File: src/rtl/assert_macros.svh
// assertion helpers, empty when synthesizing
`ifndef ASSERT_MACROS_SVH
`define ASSERT_MACROS_SVH

`ifndef SYNTHESIS
`define AIOC_ASSERT(label, prop) \
	label: assert property (@(posedge clk) disable iff (!arst_n) prop) \
		else $error("assertion failed");
`define AIOC_NEVER(label, expr) \
	label: assert property (@(posedge clk) disable iff (!arst_n) !(expr)) \
		else $error("forbidden condition seen");
`else
`define AIOC_ASSERT(label, prop)
`define AIOC_NEVER(label, expr)
`endif

`endif

File: src/rtl/aioc_pkg.sv
`timescale 1ns / 1ps

package aioc_pkg;

	typedef enum logic [1:0] {
		OP_WRITE = 2'd0,
		OP_READ  = 2'd1,
		OP_FRAME = 2'd2,
		OP_IRQEN = 2'd3
	} op_t;

	typedef struct packed {
		op_t        mode;
		logic [3:0] offset;
		logic [7:0] write_data;
		logic [7:0] coin_start_port;
		logic [7:0] player_port;
	} in_item_t;

	typedef struct packed {
		logic [7:0] read_data;
		logic       irq_request;
	} out_item_t;

	typedef enum logic [2:0] {
		ST_IDLE,
		ST_READ,
		ST_CALC1,
		ST_CALC2,
		ST_FIN
	} state_t;

	// one-shot trigger codes
	localparam logic [1:0] TRIG_IDLE  = 2'd0;
	localparam logic [1:0] TRIG_FRESH = 2'd1;
	localparam logic [1:0] TRIG_AGED  = 2'd2;

	// chip mode byte values
	localparam logic [7:0] CHIP_MODE_A    = 8'd1;
	localparam logic [7:0] CHIP_MODE_B    = 8'd3;
	localparam logic [7:0] CHIP_MODE_TEST = 8'd5;

	// read offsets in the credit modes
	localparam logic [3:0] OFF_COIN   = 4'd0;
	localparam logic [3:0] OFF_START  = 4'd1;
	localparam logic [3:0] OFF_TENS   = 4'd2;
	localparam logic [3:0] OFF_ONES   = 4'd3;
	localparam logic [3:0] OFF_PLAY_L = 4'd4;
	localparam logic [3:0] OFF_PLAY_H = 4'd5;
	localparam logic [3:0] OFF_ZERO_A = 4'd6;
	localparam logic [3:0] OFF_ZERO_B = 4'd7;

	localparam logic [7:0] CREDIT_MAX = 8'd255;

	function automatic logic [2:0] ratio_num(input logic [2:0] r);
		unique case (r)
			3'd0: return 3'd1;
			3'd1: return 3'd2;
			3'd2: return 3'd3;
			3'd3: return 3'd6;
			3'd4: return 3'd1;
			3'd5: return 3'd3;
			3'd6: return 3'd1;
			3'd7: return 3'd2;
			default: return 3'd1;
		endcase
	endfunction

	function automatic logic [1:0] ratio_den(input logic [2:0] r);
		unique case (r)
			3'd0, 3'd1, 3'd2, 3'd3: return 2'd1;
			3'd4, 3'd5: return 2'd2;
			3'd6, 3'd7: return 2'd3;
			default: return 2'd1;
		endcase
	endfunction

	function automatic logic [3:0] test_nibble(input logic [3:0] off);
		unique case (off)
			4'd1: return 4'd8;
			4'd2: return 4'd4;
			4'd3: return 4'd6;
			4'd4: return 4'd14;
			4'd5: return 4'd13;
			4'd6: return 4'd9;
			4'd7: return 4'd13;
			default: return 4'd0;
		endcase
	endfunction

endpackage

File: src/rtl/aioc_ram.sv
`timescale 1ns / 1ps

module aioc_ram #(
	parameter int WIDTH = 8,
	parameter int DEPTH = 16
) (
	input  logic                     clk,
	input  logic                     we,
	input  logic [$clog2(DEPTH)-1:0] waddr,
	input  logic [WIDTH-1:0]         wdata,
	input  logic [$clog2(DEPTH)-1:0] raddr,
	output logic [WIDTH-1:0]         rdata
);

	logic [WIDTH-1:0] mem [DEPTH];

	always_ff @(posedge clk) begin
		if (we) begin
			mem[waddr] <= wdata;
		end
		rdata <= mem[raddr];
	end

endmodule

File: src/rtl/aioc_scale.sv
`timescale 1ns / 1ps

module aioc_scale import aioc_pkg::*; (
	input  logic       clk,
	input  logic [7:0] credit,
	input  logic [2:0] ratio,
	output logic [7:0] tens,
	output logic [3:0] ones
);

	logic [10:0] prod_s1;
	logic [1:0]  den_s1;
	logic [10:0] scaled_s2;
	logic [10:0] scaled_s3;
	logic [7:0]  tens_s3;
	logic [22:0] third;
	logic [22:0] tenth;
	logic [10:0] times_ten;
	logic [10:0] rem;

	// divide by three as multiply by 2731 / 8192, exact for products up to 1530
	assign third = 23'(prod_s1) * 23'(12'd2731);
	// divide by ten as multiply by 3277 / 32768
	assign tenth = 23'(scaled_s2) * 23'(12'd3277);

	always_ff @(posedge clk) begin
		prod_s1 <= 11'(credit) * 11'(ratio_num(ratio));
		den_s1  <= ratio_den(ratio);
		unique case (den_s1)
			2'd2:    scaled_s2 <= prod_s1 >> 1;
			2'd3:    scaled_s2 <= 11'(third[22:13]);
			default: scaled_s2 <= prod_s1;
		endcase
		scaled_s3 <= scaled_s2;
		tens_s3   <= tenth[22:15];
	end

	assign times_ten = {tens_s3, 3'b000} + {2'b00, tens_s3, 1'b0};
	assign rem       = scaled_s3 - times_ten;
	assign tens      = tens_s3;
	assign ones      = rem[3:0];

endmodule

File: src/rtl/arcade_io_credit_controller.sv
`timescale 1ns / 1ps
`include "assert_macros.svh"

// Credit and input controller behind a 16-byte register store. Each transfer on
// the input channel carries one bus access (store write, store read, frame tick
// or interrupt enable) and produces exactly one result transfer. An access steps
// from its input transfer through a registered read of the store memory (ST_READ),
// the credit scaling pipeline (ratio multiply, divide by the ratio denominator,
// split into tens and ones) settling in ST_CALC1 and ST_CALC2, and ST_FIN, which
// updates credits and triggers and loads the output register holding the result.
// The block returns to idle once that register is loaded and takes the next access
// even if the result is still waiting; its own result then stalls in ST_FIN until
// the first is taken.
// The coin ratio register may be written at any time the block is idle.
module arcade_io_credit_controller import aioc_pkg::*; #(
	parameter int STORE_DEPTH = 16
) (
	input  logic      clk,
	input  logic      arst_n,
	input  logic      in_valid,
	output logic      in_ready,
	input  in_item_t  in_item,
	output logic      out_valid,
	input  logic      out_ready,
	output out_item_t out_item,
	input  logic      cfg_valid,
	output logic      cfg_ready,
	input  logic [2:0] cfg_data
);

	localparam int AW = $clog2(STORE_DEPTH);
	localparam logic [AW-1:0] MODE_ENTRY = AW'(8 % STORE_DEPTH);

	state_t state_q, state_n;

	in_item_t  item_q;
	out_item_t out_q;
	logic      out_valid_q;
	logic [7:0] data_q;
	logic [7:0] mode_q;
	logic [2:0] ratio_q;
	logic [STORE_DEPTH-1:0] written_q;

	logic [7:0] credit_q, credit_n, credit_mid;
	logic [1:0] coin_q, coin_n;
	logic [1:0] start1_q, start1_n;
	logic [1:0] start2_q, start2_n;
	logic [1:0] fire_q, fire_n;
	logic       irq_en_q, irq_en_n;
	logic [7:0] rd;
	logic       irq;
	logic [3:0] nib;

	logic          in_xfer;
	logic          store_we;
	logic [7:0]    ram_rdata;
	logic [7:0]    tens;
	logic [3:0]    ones;
	logic [1:0]    den;
	logic          load;
	logic [AW-1:0] item_addr;
	logic          any_fresh;
	logic          test_read;

	assign in_xfer   = in_valid && in_ready;
	assign store_we  = in_xfer && (in_item.mode == OP_WRITE);
	assign item_addr = item_q.offset[AW-1:0];
	assign cfg_ready = 1'b1;
	assign den       = ratio_den(ratio_q);

	aioc_ram #(
		.WIDTH(8),
		.DEPTH(STORE_DEPTH)
	) u_store (
		.clk  (clk),
		.we   (store_we),
		.waddr(in_item.offset[AW-1:0]),
		.wdata(in_item.write_data),
		.raddr(in_item.offset[AW-1:0]),
		.rdata(ram_rdata)
	);

	aioc_scale u_scale (
		.clk   (clk),
		.credit(credit_q),
		.ratio (ratio_q),
		.tens  (tens),
		.ones  (ones)
	);

	always_ff @(posedge clk or negedge arst_n) begin
		if (!arst_n) begin
			state_q <= ST_IDLE;
		end else begin
			state_q <= state_n;
		end
	end

	always_comb begin
		state_n  = state_q;
		in_ready = 1'b0;
		load     = 1'b0;
		unique case (state_q)
			ST_IDLE: begin
				in_ready = 1'b1;
				if (in_valid) begin
					state_n = ST_READ;
				end
			end
			ST_READ:  state_n = ST_CALC1;
			ST_CALC1: state_n = ST_CALC2;
			ST_CALC2: state_n = ST_FIN;
			ST_FIN: begin
				if (!out_valid_q || out_ready) begin
					load    = 1'b1;
					state_n = ST_IDLE;
				end
			end
			default: state_n = ST_IDLE;
		endcase
	end

	// access outcome and state update, applied when the result is loaded
	always_comb begin
		credit_n   = credit_q;
		credit_mid = credit_q;
		coin_n     = coin_q;
		start1_n   = start1_q;
		start2_n   = start2_q;
		fire_n     = fire_q;
		irq_en_n   = irq_en_q;
		rd         = 8'd0;
		irq        = 1'b0;
		nib        = 4'd0;
		unique case (item_q.mode)
			OP_WRITE: ;
			OP_READ: begin
				if (mode_q == CHIP_MODE_A || mode_q == CHIP_MODE_B) begin
					unique case (item_q.offset)
						OFF_COIN: begin
							nib = item_q.coin_start_port[3:0];
							if (nib[0]) begin
								if (coin_q == TRIG_IDLE) begin
									if (credit_q != CREDIT_MAX) begin
										credit_n = credit_q + 8'd1;
									end
									coin_n = TRIG_FRESH;
								end
								if (coin_n != TRIG_FRESH) begin
									nib[0] = 1'b0;
								end
							end else begin
								coin_n = TRIG_IDLE;
							end
							rd = {4'd0, nib};
						end
						OFF_START: begin
							nib = item_q.coin_start_port[7:4];
							if (nib[0]) begin
								if (start1_q == TRIG_IDLE && credit_q >= {6'd0, den}) begin
									credit_mid = credit_q - {6'd0, den};
									start1_n   = TRIG_FRESH;
								end
								if (start1_n != TRIG_FRESH) begin
									nib[0] = 1'b0;
								end
							end else begin
								start1_n = TRIG_IDLE;
							end
							credit_n = credit_mid;
							// two-player start costs twice the denominator
							if (nib[1]) begin
								if (start2_q == TRIG_IDLE &&
										credit_mid >= {5'd0, den, 1'b0}) begin
									credit_n = credit_mid - {5'd0, den, 1'b0};
									start2_n = TRIG_FRESH;
								end
								if (start2_n != TRIG_FRESH) begin
									nib[1] = 1'b0;
								end
							end else begin
								start2_n = TRIG_IDLE;
							end
							rd = {4'd0, nib};
						end
						OFF_TENS:   rd = tens;
						OFF_ONES:   rd = {4'd0, ones};
						OFF_PLAY_L: rd = {4'd0, item_q.player_port[3:0]};
						OFF_PLAY_H: begin
							nib = item_q.player_port[7:4];
							if (nib[1]) begin
								if (fire_q == TRIG_IDLE) begin
									fire_n = TRIG_FRESH;
								end
								if (fire_n == TRIG_FRESH) begin
									nib[0] = 1'b1;
								end
							end else begin
								fire_n = TRIG_IDLE;
							end
							rd = {4'd0, nib};
						end
						OFF_ZERO_A, OFF_ZERO_B: rd = 8'd0;
						default: rd = data_q;
					endcase
				end else if (mode_q == CHIP_MODE_TEST) begin
					credit_n = 8'd0;
					if (item_q.offset >= 4'd1 && item_q.offset <= 4'd7) begin
						rd = {4'd0, test_nibble(item_q.offset)};
					end else begin
						rd = data_q;
					end
				end else begin
					rd = data_q;
				end
			end
			OP_FRAME: begin
				if (coin_q == TRIG_FRESH)   coin_n   = TRIG_AGED;
				if (start1_q == TRIG_FRESH) start1_n = TRIG_AGED;
				if (start2_q == TRIG_FRESH) start2_n = TRIG_AGED;
				if (fire_q == TRIG_FRESH)   fire_n   = TRIG_AGED;
				irq = irq_en_q;
			end
			OP_IRQEN: irq_en_n = (item_q.offset != 4'd0);
			default: ;
		endcase
	end

	always_ff @(posedge clk or negedge arst_n) begin
		if (!arst_n) begin
			credit_q    <= 8'd0;
			coin_q      <= TRIG_IDLE;
			start1_q    <= TRIG_IDLE;
			start2_q    <= TRIG_IDLE;
			fire_q      <= TRIG_IDLE;
			irq_en_q    <= 1'b0;
			ratio_q     <= 3'd0;
			mode_q      <= 8'd0;
			written_q   <= '0;
			out_valid_q <= 1'b0;
		end else begin
			if (cfg_valid && cfg_ready) begin
				ratio_q <= cfg_data;
			end
			if (store_we) begin
				written_q[in_item.offset[AW-1:0]] <= 1'b1;
				if (in_item.offset[AW-1:0] == MODE_ENTRY) begin
					mode_q <= in_item.write_data;
				end
			end
			if (load) begin
				credit_q <= credit_n;
				coin_q   <= coin_n;
				start1_q <= start1_n;
				start2_q <= start2_n;
				fire_q   <= fire_n;
				irq_en_q <= irq_en_n;
			end
			if (load) begin
				out_valid_q <= 1'b1;
			end else if (out_ready) begin
				out_valid_q <= 1'b0;
			end
		end
	end

	always_ff @(posedge clk) begin
		if (in_xfer) begin
			item_q <= in_item;
		end
		// entries never written read as zero
		if (state_q == ST_READ) begin
			data_q <= written_q[item_addr] ? ram_rdata : 8'd0;
		end
		if (load) begin
			out_q.read_data   <= rd;
			out_q.irq_request <= irq;
		end
	end

	assign out_valid = out_valid_q;
	assign out_item  = out_q;

	assign any_fresh = (coin_q == TRIG_FRESH) || (start1_q == TRIG_FRESH) ||
		(start2_q == TRIG_FRESH) || (fire_q == TRIG_FRESH);
	assign test_read = (item_q.mode == OP_READ) && (mode_q == CHIP_MODE_TEST);

	`AIOC_ASSERT(a_one_in_flight, in_xfer |=> !in_ready)
	`AIOC_ASSERT(a_tick_ages, (load && item_q.mode == OP_FRAME) |=> !any_fresh)
	`AIOC_ASSERT(a_test_clears, (load && test_read) |=> (credit_q == 8'd0))
	`AIOC_NEVER(a_irq_only_tick, load && irq && item_q.mode != OP_FRAME)

endmodule

File: config.mk
export PLATFORM = sky130hd
export DESIGN_NAME = arcade_io_credit_controller
export DESIGN_NICKNAME = d
export VERILOG_FILES = /design/src/rtl/aioc_pkg.sv /design/src/rtl/aioc_ram.sv /design/src/rtl/aioc_scale.sv /design/src/rtl/arcade_io_credit_controller.sv
export VERILOG_INCLUDE_DIRS = /design/src /design/src/rtl
export SDC_FILE = /design/constraint.sdc
export NUM_CORES = 1
export LEC_CHECK = 0
export BUFFER_PORTS_ARGS = -buffer_cell sky130_fd_sc_hd__buf_2
export CAP_MARGIN = 10
export CORE_MARGIN = 5
export CORE_UTILIZATION = 35
export CTS_BUF_LIST = sky130_fd_sc_hd__clkbuf_2 sky130_fd_sc_hd__clkbuf_4 sky130_fd_sc_hd__clkbuf_8
export CTS_CLUSTER_DIAMETER = 100
export DETAILED_ROUTE_END_ITERATION = 8
export PLACE_DENSITY = 0.46
export SLEW_MARGIN = 10
export SYNTH_ARGS = -nofsm -noshare
export SYNTH_HDL_FRONTEND = slang
export SYNTH_SLANG_ARGS = --single-unit
File: constraint.sdc
create_clock -name clk -period 8.97 [get_ports clk]
set_input_delay 0.4485 -clock clk [delete_from_list [all_inputs] [get_ports clk]]
set_output_delay 0.4485 -clock clk [all_outputs]
set_load 0.01 [all_outputs]
======== Word-level counts from Yosys, hierarchy flattened ========
Memories as Yosys holds them, arrays and structs flattened. A register that Yosys moved wholly into a read port is not among the register bits.
Cells that the tools add are included.
W data, S select, Z words.
word-level totals
  bits in registers ....................... 121
  bits in latches ......................... 0
  bits in writable memories ............... 128
  memory bits (read-only) ................. 56
  input port bits ......................... 38
  output and inout port bits .............. 12
  logic and storage cells ................. 196
  memories kept ........................... 4
cells by class
  $add $sub $neg .......................... 5
  multipliers ............................. 3
  div/mod/pow operators ................... 0
  order comparisons ....................... 7
  eq/ne operators ......................... 43
  shifts and indexed selects .............. 0
  multiplexer cells ....................... 81
  bitwise logic cells ..................... 1
  reductions and logical operators ........ 30
memory list
  name              words  width  read ports  clocked after memory_dff  write ports  RTL line        source
  u_store.mem       16     8      1           1                         1            aioc_ram.sv:15  logic [WIDTH-1:0] mem [DEPTH];
  (name not given)  8      3      1           0                         0            aioc_pkg.sv:56  unique case (r)
  (name not given)  8      2      1           0                         0            aioc_pkg.sv:70  unique case (r)
  (name not given)  8      2      1           1                         0            aioc_pkg.sv:70
operators with widths
  operator                  count
  $mux W8                   15
  $mux W2                   36
  $pmux W8 S7               1
  $mul A11 B12 Y23 const B  2
  $pmux W4 S6               1
  $pmux W11 S2              1
  $reduce_and A5 Y1         4
  $mux W1                   17
  $eq A4 B3 Y1 const B      4
  $or A16 B16 Y16           1
  $pmux W2 S2               4
  $pmux W8 S2               1
  $pmux W3 S5               1
  $ne A2 B2 Y1 const B      7
  $eq A2 B1 Y1 const B      6
  $ne A2 B1 Y1 const B      6
  $mul A8 B3 Y11            1
  $logic_not A2 Y1          5
  $lt A4 B5 Y1 const B      2
  $ne A3 B3 Y1 const B      3
  $add A8 B1 Y8 const B     1
  $eq A2 B2 Y1 const B      4
  $eq A4 B2 Y1 const B      2
  $eq A8 B1 Y1 const B      1
  30 further kinds          44

======== Depth between registers and ports, before layout ========
Gate-level depths: netlist of run 1.
An unclocked memory read counts as a cell.
  depth in word-level cells ............... 20
  gate-level depth with buffers ........... 18
  gate-level depth less buffers ........... 18

======== By module ========
From an unflattened synthesis of run 1, not the netlist that was laid out.
unflattened totals
  cell total of the unflattened synthesis .. 1275
  area, all modules ....................... 15816.4 µm²
by module, submodules not included
  module                       instances  cells an instance  area each (µm²)  sequential area each (µm²)
  aioc_scale                   1          603                5845.6           720.7
  aioc_ram                     1          229                5147.4           4003.8
  arcade_io_credit_controller  1          443                4823.4           2372.3

======== Least setup slack after synthesis of run 1 ========
OpenSTA, ideal clock, no wires.
  path type ............................... flip-flop to flip-flop
  start point ............................. register u_scale.prod_s1[7]
  end point ............................... register u_scale.scaled_s2[6]
  library setup time ...................... 0.070 ns
  arrival time ............................ 4.370 ns
  data required time ...................... 8.900 ns
  slack ................................... 4.530 ns
  cell stages (with the launch flop) ...... 17
  buffers on the path ..................... 0
  clock period less this slack ............ 4.440 ns
  cells stage by stage .................... dfxtp_1 -> ha_1 -> fa_1 -> fa_1 -> inv_1 -> fa_1 -> fa_1 -> inv_1 -> ha_1 -> a21oi_1 -> o21ai_0 -> a22o_1 -> a311o_1 -> a21oi_1 -> xnor2_1 -> mux2i_1 -> a21oi_1
on the way
  cells in the longest elaborated chain, start to end .. 2
RTL lines
  element                   RTL line          source
  start: declaration        aioc_scale.sv:11  logic [10:0] prod_s1;
  start signal: assignment  aioc_scale.sv:27  prod_s1 <= 11'(credit) * 11'(ratio_num(ratio));
  $mul A11 B12 Y23          aioc_scale.sv:22  assign third = 23'(prod_s1) * 23'(12'd2731);
  $pmux W11 S2 *            aioc_scale.sv:29  unique case (den_s1)
  end signal: assignment    aioc_scale.sv:30  2'd2: scaled_s2 <= prod_s1 >> 1;
  end signal: assignment    aioc_scale.sv:31  2'd3: scaled_s2 <= 11'(third[22:13]);
  end signal: assignment    aioc_scale.sv:32  default: scaled_s2 <= prod_s1;
  end: declaration          aioc_scale.sv:13  logic [10:0] scaled_s2;
Every way passes the cells marked *; elsewhere a longest branch is shown, timed or not.
A chain may end at the register's enable or synchronous reset.

======== Worst setup path in the final report of run 1 ========
  start point ............................. register u_scale.prod_s1[7]
  end point ............................... register u_scale.scaled_s2[8]
on the way
  cells in the longest elaborated chain, start to end .. 2
RTL lines
  element           RTL line
  $mul A11 B12 Y23  aioc_scale.sv:22
  $pmux W11 S2      aioc_scale.sv:29
Every way passes these cells.

==> flow_metrics.env, run 1 <==
export IMPL_status="complete, no violations"
export IMPL_drive_gt1_share_pct=16.4
export IMPL_post_cts_buffers=0
export IMPL_syn_area_um2=15200
export IMPL_postSynthAreaPerCell_um2=12.5
export IMPL_gp_congestion=0.771
export IMPL_fin_skew_ns=0.0227
export IMPL_cp_top_family="adder cells"
export IMPL_h_tree_depth=2
export IMPL_grt_pass1_wl_um=56300
export IMPL_worst_ep_required_time_ns=9.48
export IMPL_cpMostUsedCell="fa_1"
export IMPL_grt_max_degree=49
export IMPL_drtIter0Drc=474
export IMPL_crit_slowest_cell="fa_1"
export IMPL_clk_latency_ns=0.59
export IMPL_vias=9220
export IMPL_worstPathMaxFanout=5
export IMPL_rrSetupSlack_ns=4.13
export IMPL_finalCriticalPeriod_ns=4.84
export IMPL_p_per_area_nw_per_um2=192
export IMPL_core_area_um2=43100
export IMPL_setup_viol=0
export IMPL_drc=0
export IMPL_crit_buf_inv=2
export IMPL_clk_path_buf_depth=3
export IMPL_placed_cells_incl_taps=1818
export IMPL_ant_nets=0
export IMPL_dr_pass1_iters=5
export IMPL_hold_path_class="in -> reg"
export IMPL_die_y_um=219
export IMPL_io_pin_count=50
export IMPL_area_growth_pct=13.7
export IMPL_postCtsHoldBufs=17
export IMPL_final_fill_count=4136
export IMPL_num_antenna_cells=0
export IMPL_ys_flop_type="edfxtp_1"
export IMPL_worstMarginPinSlew_ns=1.01
export IMPL_wl_per_cell_um=17.9
export IMPL_path_clk_slew_ns=0.06
export IMPL_fp_row_count=76
export IMPL_cts_tree="built"
export IMPL_start_kind="flop"
export IMPL_rsz0062_at_grt="no"
export IMPL_p_leak_nw=7.56
export IMPL_synthArstFlopShare_pct=18.5
export IMPL_wl_um=34300
export IMPL_dieArea_um2=47800
export IMPL_grt_usage_pct=15.0
export IMPL_first_global_vias=10046
export IMPL_ir_drop_v=0.000132
export IMPL_routed_via_density=4.79
export IMPL_holdWs_ns=0.0745
export IMPL_synth_cells=1213
export IMPL_max_slew_margin_rel_pct=32.9
export IMPL_place_ws_ns=4.14
export IMPL_yosysSeqAreaShare_pct=46.6
export IMPL_finalNetCount=1564
export IMPL_hpwlAfterDp_um=25400
export IMPL_clockRootBuffer="clkbuf_8"
export IMPL_worstSetupPathType="reg -> reg"
export IMPL_start_util_pct=35.3
export IMPL_synth_edf_count=167
export IMPL_cap_violations=0
export IMPL_synth_nets=1477
export IMPL_reg2reg_depth=16
export IMPL_cpPeakStageDelay_ns=0.58
export IMPL_cts_sinks=259
export IMPL_fp_dieW_um=219
export IMPL_antenna_found_initial=3
export IMPL_cp_num_cells=16
export IMPL_numCtsBuffers=48
export IMPL_hold_path_depth=1
export IMPL_ctsResizeCount=0
export IMPL_synth_seq_cells=259
export IMPL_tns_ns=0
export IMPL_max_freq_ghz=0.207
export IMPL_layout_cells_non_filler=1923
export IMPL_end_kind="flop"
export IMPL_cp_arrival_ns=5.35
export IMPL_fin_ws_ns=4.13
export IMPL_yosys_warnings=0
export IMPL_cp_cell_sequence="ha_1 -> fa_1 -> fa_1 -> inv_1 -> fa_1 -> fa_1 -> inv_1 -> ha_1 -> nand2_1 -> o21ai_0 -> a22o_1 -> a31oi_1 -> a21oi_1 -> a21oi_1 -> xor2_1 -> o21ai_0"
export IMPL_finalHoldViolCount=0
export IMPL_gr_total_overflow=0
export IMPL_fin_crit_sh_pct=53.9
export IMPL_io_buffers=48
export IMPL_report_final_slew_viol_count=0
export IMPL_synth_cell_types=76
worst reg2reg max path, stage by stage, from the launching register on:
cell	delay [ns]
dfxtp_1	0.47
ha_1	0.34
fa_1	0.58
fa_1	0.57
inv_1	0.05
fa_1	0.50
fa_1	0.55
inv_1	0.05
ha_1	0.30
nand2_1	0.05
o21ai_0	0.24
a22o_1	0.20
a31oi_1	0.07
a21oi_1	0.34
a21oi_1	0.14
xor2_1	0.15
o21ai_0	0.18
worst paths after layout:
check,startpoint,to
setup / recovery,u_scale.prod_s1[7],u_scale.scaled_s2[8]
hold / removal,in_item[29],item_q[29]
setup reg to reg,u_scale.prod_s1[7],u_scale.scaled_s2[8]
hold reg to reg,u_scale.scaled_s2[3],u_scale.scaled_s3[3]
max in group asynchronous,arst_n,mode_q[3]
min in group asynchronous,arst_n,state_q[0]
stage by stage:
step	utilization (%)	total power, mW	cell area [um^2]
3_5_place_dp	37.4	2.15	16100
2_1_floorplan	-	1.93	15200
3_3_place_gp	37.4	2.14	16100
6_report	40.2	3.32	17300
4_1_cts	40.2	3.40	17300
5_1_grt	40.2	3.54	17300
cells by family after synthesis:
group,count (synthesis),synth area share [%]
flops,259,46.6
fa+ha+maj,226,22.2
buf+inv,184,4.62
xor+xnor,35,2.06
mux,62,7.80
compound gates,177,7.70
other cells,1,0.0246
simple gates,269,8.98
routing by layer:
metal  vias to the layer above  global-route usage (%)  part of all wire (%)  wire [um]
met1                      4470                    21.2                    49      16700
met5                         -                       0                     0          0
met3                        60                    2.63                   3.7       1270
li1                       4524                       -                     -          -
met2                       166                    23.8                    45      15600
met4                         0                    4.44                   2.2        758
cell usage after synthesis (11+ instances only):
cell	number	area share [%]
a21o_1	11	0.54
a21oi_1	50	1.6
and2_1	16	0.66
clkbuf_1	22	0.54
dfrtp_1	48	7.9
dfxtp_1	44	5.8
edfxtp_1	167	33
fa_1	73	9.6
ha_1	153	13
inv_1	146	3.6
mux2i_1	14	0.92
mux4_2	45	6.7
nand2_1	73	1.8
nand2b_1	15	0.62
nand3_1	17	0.56
nor2_1	54	1.3
nor3_1	23	0.76
o21ai_0	39	1.3
or2_2	19	0.78
xnor2_1	26	1.5
final cells by class:
type / instances / area (um^2) / area share [%]
well taps: 585 / 732 / 4.23
flip-flops and latches: 259 / 7100 / 41.0
clock buffers: 68 / 848 / 4.90
clock inverters: 20 / 180 / 1.04
repair buffers: 72 / 463 / 2.68
multi-input cells: 770 / 7420 / 42.9
inverters: 149 / 559 / 3.23
power by group:
| part | leakage (nW) | switching, mW | internal [mW] | total, mW |
|---|---|---|---|---|
| Clock | 0.543 | 0.510 | 0.700 | 1.21 |
| Combinational | 4.52 | 0.344 | 0.270 | 0.614 |
| Sequential | 2.50 | 0.0974 | 1.40 | 1.50 |
| Total | 7.56 | 0.952 | 2.37 | 3.32 |
layout by cell type (no fill, tap or decap), drive strengths merged, types with 27 or more instances in the layout:
cell      n
nand2    73
dfxtp    44
clkbuf   68
inv     151
a21oi    50
mux4     45
nor2     55
edfxtp  167
fa       73
o21ai    45
dfrtp    48
xnor2    27
buf      55
ha      153
sequential cells by signal (all words and copies together), names as in the netlist, 9 cells and up:
signal,flops
u_scale.prod_s1,11
u_scale.scaled_s2,11
item_q,18
u_store.mem,128
out_item,9
written_q,16
(Power assumes the default switching activity.)
==> run 2, diff against run 1 <==
- clock period: 8.97 -> 4.7 ns (I/O delays scaled with it)
==> run 2 against run 1 <==
Sequential cell count is the same; utilization grew 1.0 points; clock skew grew 0.016 ns; clock-buffer cell count shrank 7; power grew 92%; sequential share of layout area shrank 1.0 points; cell area grew 2.6%; critical path type unchanged.
==> flow_metrics.env, run 2 (same netlist as run 1, synthesis figures left out) <==
export IMPL_finalNetCount=1607
export IMPL_ir_drop_v=0.000262
export IMPL_routed_via_density=4.78
export IMPL_cp_num_cells=17
export IMPL_grt_max_degree=49
export IMPL_num_antenna_cells=0
export IMPL_clk_latency_ns=0.61
export IMPL_fin_skew_ns=0.0388
export IMPL_reg2reg_depth=17
export IMPL_worst_ep_required_time_ns=5.19
export IMPL_final_fill_count=4059
export IMPL_io_buffers=48
export IMPL_rsz0062_at_grt="no"
export IMPL_wl_um=34600
export IMPL_clockRootBuffer="clkbuf_8"
export IMPL_worstSetupPathType="reg -> reg"
export IMPL_largest_register_ffs=128
export IMPL_max_slew_margin_rel_pct=35.6
export IMPL_wl_per_cell_um=17.6
export IMPL_area_growth_pct=16.6
export IMPL_end_kind="flop"
export IMPL_io_pin_count=50
export IMPL_dr_pass1_iters=5
export IMPL_grt_pass1_wl_um=57300
export IMPL_fp_dieW_um=219
export IMPL_worstPathMaxFanout=3
export IMPL_layout_cells_non_filler=1965
export IMPL_cpPeakStageDelay_ns=0.51
export IMPL_worstMarginPinSlew_ns=0.966
export IMPL_path_clk_slew_ns=0.06
export IMPL_cpMostUsedCell="fa_1"
export IMPL_clk_path_buf_depth=3
export IMPL_fin_crit_sh_pct=94.9
export IMPL_finalHoldViolCount=0
export IMPL_antenna_found_initial=1
export IMPL_tns_ns=0
export IMPL_numCtsBuffers=47
export IMPL_die_y_um=219
export IMPL_cp_arrival_ns=4.95
export IMPL_p_per_area_nw_per_um2=359
export IMPL_core_area_um2=43100
export IMPL_grt_usage_pct=15.2
export IMPL_max_freq_ghz=0.224
export IMPL_gp_congestion=0.776
export IMPL_top_register="u_store.mem"
export IMPL_h_tree_depth=2
export IMPL_ant_nets=0
export IMPL_cap_violations=0
export IMPL_cts_tree="built"
export IMPL_hold_path_depth=1
export IMPL_placed_cells_incl_taps=1841
export IMPL_cts_sinks=259
export IMPL_hold_path_class="in -> reg"
export IMPL_final_util_pct=41.2
export IMPL_cp_cell_sequence="ha_4 -> inv_1 -> fa_1 -> fa_1 -> inv_1 -> fa_1 -> fa_1 -> ha_1 -> o211ai_1 -> o31ai_2 -> a31o_2 -> a31oi_4 -> a21oi_1 -> buf_4 -> a31oi_2 -> xnor2_1 -> o21ai_1"
export IMPL_fp_row_count=76
export IMPL_start_kind="flop"
export IMPL_status="complete, no violations"
export IMPL_dieArea_um2=47800
export IMPL_p_leak_nw=7.76
export IMPL_reg_top3="u_store.mem (128), item_q (18), written_q (16)"
export IMPL_finalCriticalPeriod_ns=4.46
export IMPL_crit_slowest_cell="fa_1"
export IMPL_drtIter0Drc=570
export IMPL_first_global_vias=10278
export IMPL_drive_gt1_share_pct=18.5
export IMPL_setup_viol=0
export IMPL_gr_total_overflow=0
export IMPL_drc=0
export IMPL_report_final_slew_viol_count=0
export IMPL_hpwlAfterDp_um=25600
export IMPL_vias=9383
export IMPL_layout_common_cells="167 x edfxtp_1, 151 x ha_1, 145 x inv_1, 73 x nand2_1, 73 x fa_1"
export IMPL_layout_commonest_cell="edfxtp_1"
export IMPL_cp_top_family="adder cells"
export IMPL_crit_buf_inv=3
export IMPL_start_util_pct=35.3
==> run 2: cell count changes in the layout (fill, tap and decap cells not counted), moves of 4 or more <==
cell / change
a21oi_1: -5
a21oi_2: +5
buf_4: +24
clkbuf_8: -4
clkinv_1: +4
dlygate4sd3_1: +20
==> run 2: cell type report <==
cell class	count	area (um^2)	area share, %
multi-input cells	770	7510	42.3
repair buffers	116	843	4.75
well taps	585	732	4.12
flip-flops and latches	259	7100	40.0
clock inverters	25	228	1.28
inverters	149	559	3.15
clock buffers	61	771	4.34
==> run 2: timing repair <==
action,in CTS,in global routing
setup buffers,0,1
hold buffers,37,0
setup endpoints to repair,0,16
resized for setup,0,20
hold endpoints to repair,113,0
==> run 2: through the flow <==
| step | hold WS [ns] | total power [mW] | area, um^2 | setup slack, ns |
|---|---|---|---|---|
| finish | 0.122 | 6.37 | 17700 | 0.238 |
| global route | 0.0826 | 6.78 | 17700 | 0.00675 |
| CTS | 0.0718 | 6.48 | 17600 | 0.0163 |
| detailed placement | 0.413 | 4.11 | 16300 | 0.00299 |
| global placement | 0.408 | 4.10 | 16300 | 0.0740 |
| floorplan | -0.0606 | 3.68 | 15200 | 0.260 |
==> run 2: routing by layer <==
layer / GRT usage, % / up-vias / share of wire (%)
li1: - / 4598 / -
met1: 21.6 / 4611 / 49
met2: 24.4 / 136 / 46
met3: 2.67 / 38 / 3.3
met4: 4.04 / 0 / 1.8
met5: 0 / - / 0
==> run 2: worst paths after layout <==
path / startpoint / endpoint / slack, ns
worst max-delay path: u_scale.prod_s1[5] / u_scale.scaled_s2[9] / 0.24
worst min-delay path: in_item[26] / item_addr[2] / 0.12
worst max register to register: u_scale.prod_s1[5] / u_scale.scaled_s2[9] / 0.24
worst min register to register: written_q[9] / written_q[9] / 0.46
max in group asynchronous: arst_n / mode_q[0] / 3.93
min in group asynchronous: arst_n / written_q[11] / 0.29
==> run 2: where the power goes <==
| part | internal, mW | total (mW) | switching [mW] |
|---|---|---|---|
| registers | 2.68 | 2.86 | 0.178 |
| logic | 0.542 | 1.22 | 0.677 |
| clock network | 1.30 | 2.29 | 0.994 |
